==> config.mk <==
export PLATFORM = sky130hd
export DESIGN_NAME = lph_front
export DESIGN_NICKNAME = d
export VERILOG_FILES = /design/src/lph_pkg.sv /design/src/lph_front.sv
export SDC_FILE = /design/constraint.sdc
export NUM_CORES = 1
export LEC_CHECK = 0
export ABC_AREA = 1
export BUFFER_PORTS_ARGS = -buffer_cell sky130_fd_sc_hd__buf_2
export CAP_MARGIN = 25
export CORE_ASPECT_RATIO = 0.9
export CORE_MARGIN = 5
export CORE_UTILIZATION = 49
export CTS_CLUSTER_DIAMETER = 50
export DETAILED_ROUTE_END_ITERATION = 16
export GPL_ROUTABILITY_DRIVEN = 0
export PLACE_DENSITY = 0.78
export RECOVER_POWER = 25
export SYNTH_ARGS = -nofsm -noshare
export SYNTH_HDL_FRONTEND = slang
export SYNTH_SLANG_ARGS = --single-unit
==> constraint.sdc <==
create_clock -name clk -period 19.26 [get_ports clk]
set_input_delay 0.963 -clock clk [delete_from_list [all_inputs] [get_ports clk]]
set_output_delay 0.963 -clock clk [all_outputs]
set_load 0.005 [all_outputs]
==> src/lph_pkg.sv <==
`timescale 1ns / 1ps
`default_nettype none
package lph_pkg;

    localparam int SLOT_BITS  = 12;
    localparam int MAX_SLOTS  = 1 << SLOT_BITS;
    localparam int COUNT_W    = SLOT_BITS + 1;
    localparam int SIZE_W     = 4;
    localparam int KEY_W      = 64;
    localparam int VALUE_W    = 32;
    localparam int STATUS_W   = 3;
    localparam int IN_DATA_W  = 160;
    localparam int OUT_DATA_W = 48;

    localparam logic [SIZE_W-1:0] SIZE_RESET = SIZE_W'(SLOT_BITS);

    localparam logic FUNC_INSERT = 1'b0;
    localparam logic FUNC_LOOKUP = 1'b1;

    localparam logic [STATUS_W-1:0] ST_INSERTED  = 3'd0;
    localparam logic [STATUS_W-1:0] ST_DUPLICATE = 3'd1;
    localparam logic [STATUS_W-1:0] ST_FOUND     = 3'd2;
    localparam logic [STATUS_W-1:0] ST_NOT_FOUND = 3'd3;
    localparam logic [STATUS_W-1:0] ST_FULL      = 3'd4;

    typedef struct packed {
        logic                 func;
        logic [KEY_W-1:0]     key_low;
        logic [KEY_W-1:0]     key_high;
        logic [VALUE_W-1:0]   value_in;
        logic [SLOT_BITS-1:0] home;
    } lph_op_t;

    typedef struct packed {
        logic               used;
        logic [KEY_W-1:0]   key_low;
        logic [KEY_W-1:0]   key_high;
        logic [VALUE_W-1:0] value;
    } lph_slot_t;

endpackage
`default_nettype wire

==> src/lph_front.sv <==
`timescale 1ns / 1ps
`default_nettype none
module lph_front
    import lph_pkg::*;
(
    input  wire logic                  clk,
    input  wire logic                  rst_n,
    input  wire logic                  s_tvalid,
    output logic                       s_tready,
    input  wire logic [IN_DATA_W-1:0]  s_tdata,
    input  wire logic                  s_tuser,
    input  wire logic [SLOT_BITS-1:0]  mask,
    input  wire logic                  clearing,
    output logic                       q_valid,
    output lph_op_t                    q_op,
    input  wire logic                  q_pop
);

    lph_op_t    entry_reg [2];
    logic       wr_ptr_reg, wr_ptr_next;
    logic       rd_ptr_reg, rd_ptr_next;
    logic [1:0] count_reg, count_next;
    logic       push;
    lph_op_t    op_in;

    assign s_tready = (count_reg != 2'd2) && !clearing;
    assign push     = s_tvalid && s_tready;
    assign q_valid  = (count_reg != 2'd0);
    assign q_op     = entry_reg[rd_ptr_reg];

    always_comb
    begin
        op_in.func     = s_tuser;
        op_in.key_low  = s_tdata[63:0];
        op_in.key_high = s_tdata[127:64];
        op_in.value_in = s_tdata[159:128];
        // The home slot is the low key bits cut down to the active table size.
        op_in.home     = s_tdata[SLOT_BITS-1:0] & mask;
        wr_ptr_next    = push ? ~wr_ptr_reg : wr_ptr_reg;
        rd_ptr_next    = q_pop ? ~rd_ptr_reg : rd_ptr_reg;
        count_next     = count_reg + {1'b0, push} - {1'b0, q_pop};
    end

    always_ff @(posedge clk)
    begin
        if (push)
        begin
            entry_reg[wr_ptr_reg] <= op_in;
        end
    end

    always_ff @(posedge clk or negedge rst_n)
    begin
        if (!rst_n)
        begin
            wr_ptr_reg <= 1'b0;
            rd_ptr_reg <= 1'b0;
            count_reg  <= 2'd0;
        end
        else
        begin
            wr_ptr_reg <= wr_ptr_next;
            rd_ptr_reg <= rd_ptr_next;
            count_reg  <= count_next;
        end
    end

endmodule
`default_nettype wire

**Yosys cells after proc, flatten, opt, wreduce, memory -nomap -nowiden**

Memories as Yosys holds them, arrays and structs flattened.
Cells that the tools add are included.

- Add/sub/neg operators: 2
- Reduce and logical (&&, ||, !) cells: 4
- Muxes and demuxes: 2
- Bitwise gates (word level): 3
- Equality and inequality tests: 1

Operators with widths:

| kind | number |
|---|---|
| 12-bit bitwise AND | 1 |
| 2-bit by 1-bit adder with 2-bit output | 1 |
| 1-bit logical AND | 2 |
| 1-bit two-way mux | 2 |
| 2-bit inequality test, second input constant | 1 |
| 1-bit inverter | 2 |
| 2-bit nonzero test | 1 |
| 2-bit by 1-bit subtractor with 2-bit output | 1 |
| 1-bit logical NOT | 1 |

- Memory bits (writable): 346
- Logic and storage cells: 16
- Output and inout port bits: 175
- Flip-flop bits (word level): 4
- Memories kept: 1
- Input bits: 178

Memories:

| memory | depth | width | read ports | clocked after Yosys merged registers in | wr ports | RTL line | RTL |
|---|---|---|---|---|---|---|---|
| entry_reg | 2 | 173 | 1 | 0 | 1 | lph_front.sv:19 | `lph_op_t entry_reg [2];` |

**Logic depth before layout (Yosys ltp)**

- Depth in word-level cells: 5
- Depth in mapped cells: 9
- Mapped depth without buffers: 9

**Least setup slack after synthesis**

No wires, ideal clock.

- Path kind: input-to-reg
- From: input port clearing
- To: memory entry_reg[1][0] (netlist bit) (enable)
- Required time: 18.551 ns
- Arrival time: 8.321 ns
- Path slack: 10.231 ns
- Stages: 3
- Path through: inv_1 nand3_1 nor2_1

- Longest elaborated chain between the ends: 5

RTL lines:

| item | RTL line | RTL |
|---|---|---|
| start: declaration | lph_front.sv:13 | `input wire logic clearing,` |
| 1-bit logical NOT | lph_front.sv:26 | `assign s_tready = (count_reg != 2'd2) && !clearing;` |
| 1-bit logical AND | lph_front.sv:26 |  |
| 1-bit logical AND | lph_front.sv:27 | `assign push = s_tvalid && s_tready;` |
| 1-bit two-way mux | lph_front.sv:46 | `if (push)` |
| 1-bit two-way mux (not written as such) | lph_front.sv:48 | `entry_reg[wr_ptr_reg] <= op_in;` |
| end: declaration | lph_front.sv:19 |  |

Every way passes these cells.

==> results.py <==
metrics = {
    "power_and_ir_drop": {
        "power.switching_mw": 0.688,
        "power_frac_seq_pct": 42.9,
        "p_leak_nw": 7.04,
        "p_int_mw": 1.61,
        "ir_drop_mv": 0.101,
        "p_sw_share_pct": 30.0,
        "power_frac_comb_pct": 26.6,
        "clock_power_share_pct": 30.5,
        "total_power_mw": 2.29,
        "power.density_nw_per_um2": 138,
    },
    "die": {
        "rows": 57,
        "die-area_um2": 31000,
        "die_x_um": 185,
        "initial_core_util_pct": 49.8,
        "pin_count": 353,
        "die_y_um": 167,
        "core_um2": 27100,
    },
    "route": {
        "wirelength_um": 28500,
        "wl_per_cell_um": 16.7,
        "ant_nets": 0,
        "drtPass1Iterations": 5,
        "drtIter0Drc": 521,
        "viasPerCell": 4.82,
        "drc": 0,
        "via_count": 8207,
    },
    "global_route": {
        "grt_pass1_wl_um": 43400,
        "grtUsageTotal_pct": 17.8,
        "grt_max_degree": 107,
        "globalRouteOverflowTotal": 0,
        "first_global_vias": 8366,
        "antenna_found_initial": 3,
    },
    "synthesis": {
        "synth_top_area_share_pct": 76.9,
        "synth.most_common_cell": "edfxtp_1",
        "synth_edf_count": 346,
        "yosysTopAreaCell": "edfxtp_1",
        "syn_inst": 957,
        "synth_nets": 1137,
        "seq_area_frac_synth_pct": 77.7,
        "synth_seq_cells": 350,
        "synth_common_cells": "346 x edfxtp_1, 194 x nand2_1, 193 x inv_1",
        "synth.area.top_cells": "edfxtp_1 77%, nand2_1 5.4%, inv_1 5.4%",
        "yosys.cell_types.count": 16,
        "async_flop_share_pct": 1.14,
        "synth_area_per_cell_um2": 14.1,
        "ys.flop_type": "edfxtp_1",
        "netlist_area_um2": 13500,
        "yosysWarningCount": 0,
    },
    "final_layout": {
        "largest_register_ffs": 346,
        "area_growth_pct": 23.5,
        "multi_input_area_um2": 1920,
        "drive_above_1_share_pct": 32.8,
        "regArea_um2": 10500,
        "fill_cells": 2022,
        "finalNetCount": 1501,
        "final_util_pct": 61.5,
    },
    "timing": {
        "hold_violations": 0,
        "timing.hold.ws_ns": 0.291,
        "setup_viol": 0,
        "finalCritPeriodShare_pct": 18.4,
        "max_slew_margin_pct": 31.6,
        "finalClockSkew_ns": 0.0137,
        "finalCriticalPeriod_ns": 3.54,
        "slew_violations": 0,
        "worst_slack_ns": 15.72,
        "worst_pin_slew_ns": 1.03,
        "max_freq_mhz": 283,
        "rsz0062_at_grt": "false",
        "tns_ns": 0,
    },
    "clocking": {
        "path_clk_slew_ns": 0.06,
        "cts_buffer_depth": 3,
        "cts.sinks": 350,
        "ctsResizeCount": 0,
        "cts_tree": "done",
        "cts-root-buf": "clkbuf_16",
        "cts_max_level": 2,
        "hold_buffers": 0,
        "worstSkewPairLatency_ns": 0.50,
        "cts_buffers": 38,
        "post_cts_buffers": 0,
    },
    "job": {
        "cap_violations": 0,
    },
    "placed_design": {
        "numPortBuffers": 352,
        "dp_hpwl_um": 19600,
        "place_ws_ns": 15.74,
    },
    "setup_path": {
        "cp.arrival_ns": 2.57,
        "path_max_fanout": 58,
        "critPathRequiredTime_ns": 18.30,
        "endpoint_kind": "output port",
        "startpoint_type": "flip-flop",
        "worstSetupPathType": "reg -> out",
    },
    "outcome": {
        "status": "finished, final reports clean",
    },
    "worst_hold_path": {
        "min_path_type": "in -> async",
    },
}
-- final cells by class --
class | instances | area share (%)
timing repair buffer | 363 | 11.1
sequential | 350 | 62.9
inverter | 193 | 4.37
multi-input combinational | 375 | 11.5
clock inverter | 14 | 0.818
antenna | 1 | 0.0150
tap | 354 | 2.66
clock buffer | 54 | 6.56
-- kinds of logic (layout without fill, tap and decap cells) --
group / count (synthesis) / in the layout / share of synthesized area, %
buffers and inverters: 232 / 624 / 8.13
AO/OA/AOI/OAI: 174 / 174 / 8.40
XOR/XNOR: 1 / 1 / 0.0649
flip-flops: 350 / 350 / 77.7
adder cells (fa/ha/maj): 2 / 2 / 0.185
other: 0 / 1 / 0
AND/OR/NAND/NOR: 198 / 198 / 5.54
-- critical path: stages (launching register included) --
cell	delay, ns
dfrtp_4	0.80
buf_4	0.57
buf_12	0.31
nand2_1	0.09
o21ai_1	0.11
buf_2	0.15
-- per-stage QoR --
stage	cells	instance area (um2)
after floorplan	957	13500
after global placement	1631	15400
after detailed placement	1632	15400
after CTS	1700	16700
after global routing	1703	16700
final	1704	16700
-- routing by layer --
layer / track usage, % / vias up / routed length [um]
li1: - / 3961 / -
met1: 21.4 / 3825 / 10700
met2: 30.2 / 347 / 13700
met3: 5.97 / 68 / 3160
met4: 6.03 / 6 / 801
met5: 0 / - / 35
-- power groups by stage --
| stage | clock [mW] | sequential, mW | combinational [mW] |
|---|---|---|---|
| finish | 0.700 | 0.984 | 0.610 |
| global route | 0.748 | 0.993 | 0.680 |
| CTS | 0.715 | 0.985 | 0.611 |
| detailed placement | 0 | 0.999 | 0.606 |
| global placement | 0 | 0.995 | 0.591 |
| floorplan | 0 | 0.997 | 0.400 |
-- worst paths after layout --
check,from,end,slack [ns],depth (start not counted)
setup / recovery,rd_ptr_reg,q_op[75],15.72,5
hold / removal,rst_n,wr_ptr_reg,0.29,1
setup reg to reg,count_reg[0],entry_reg[1][12],16.39,6
hold reg to reg,wr_ptr_reg,wr_ptr_reg,0.49,2
max in group asynchronous,rst_n,rd_ptr_reg,18.74,1
min in group clk,wr_ptr_reg,wr_ptr_reg,0.49,2
-- cell usage in the layout, fill, tap and decap left out, types with 6 or more instances in the layout --
cell type / count
buf_2: 308
buf_4: 7
clkbuf_1: 54
clkbuf_16: 41
clkinv_1: 6
edfxtp_1: 346
inv_1: 192
nand2_1: 194
o21ai_0: 6
o21ai_1: 97
o21ai_2: 70
Power figures use the tool's default switching activity.
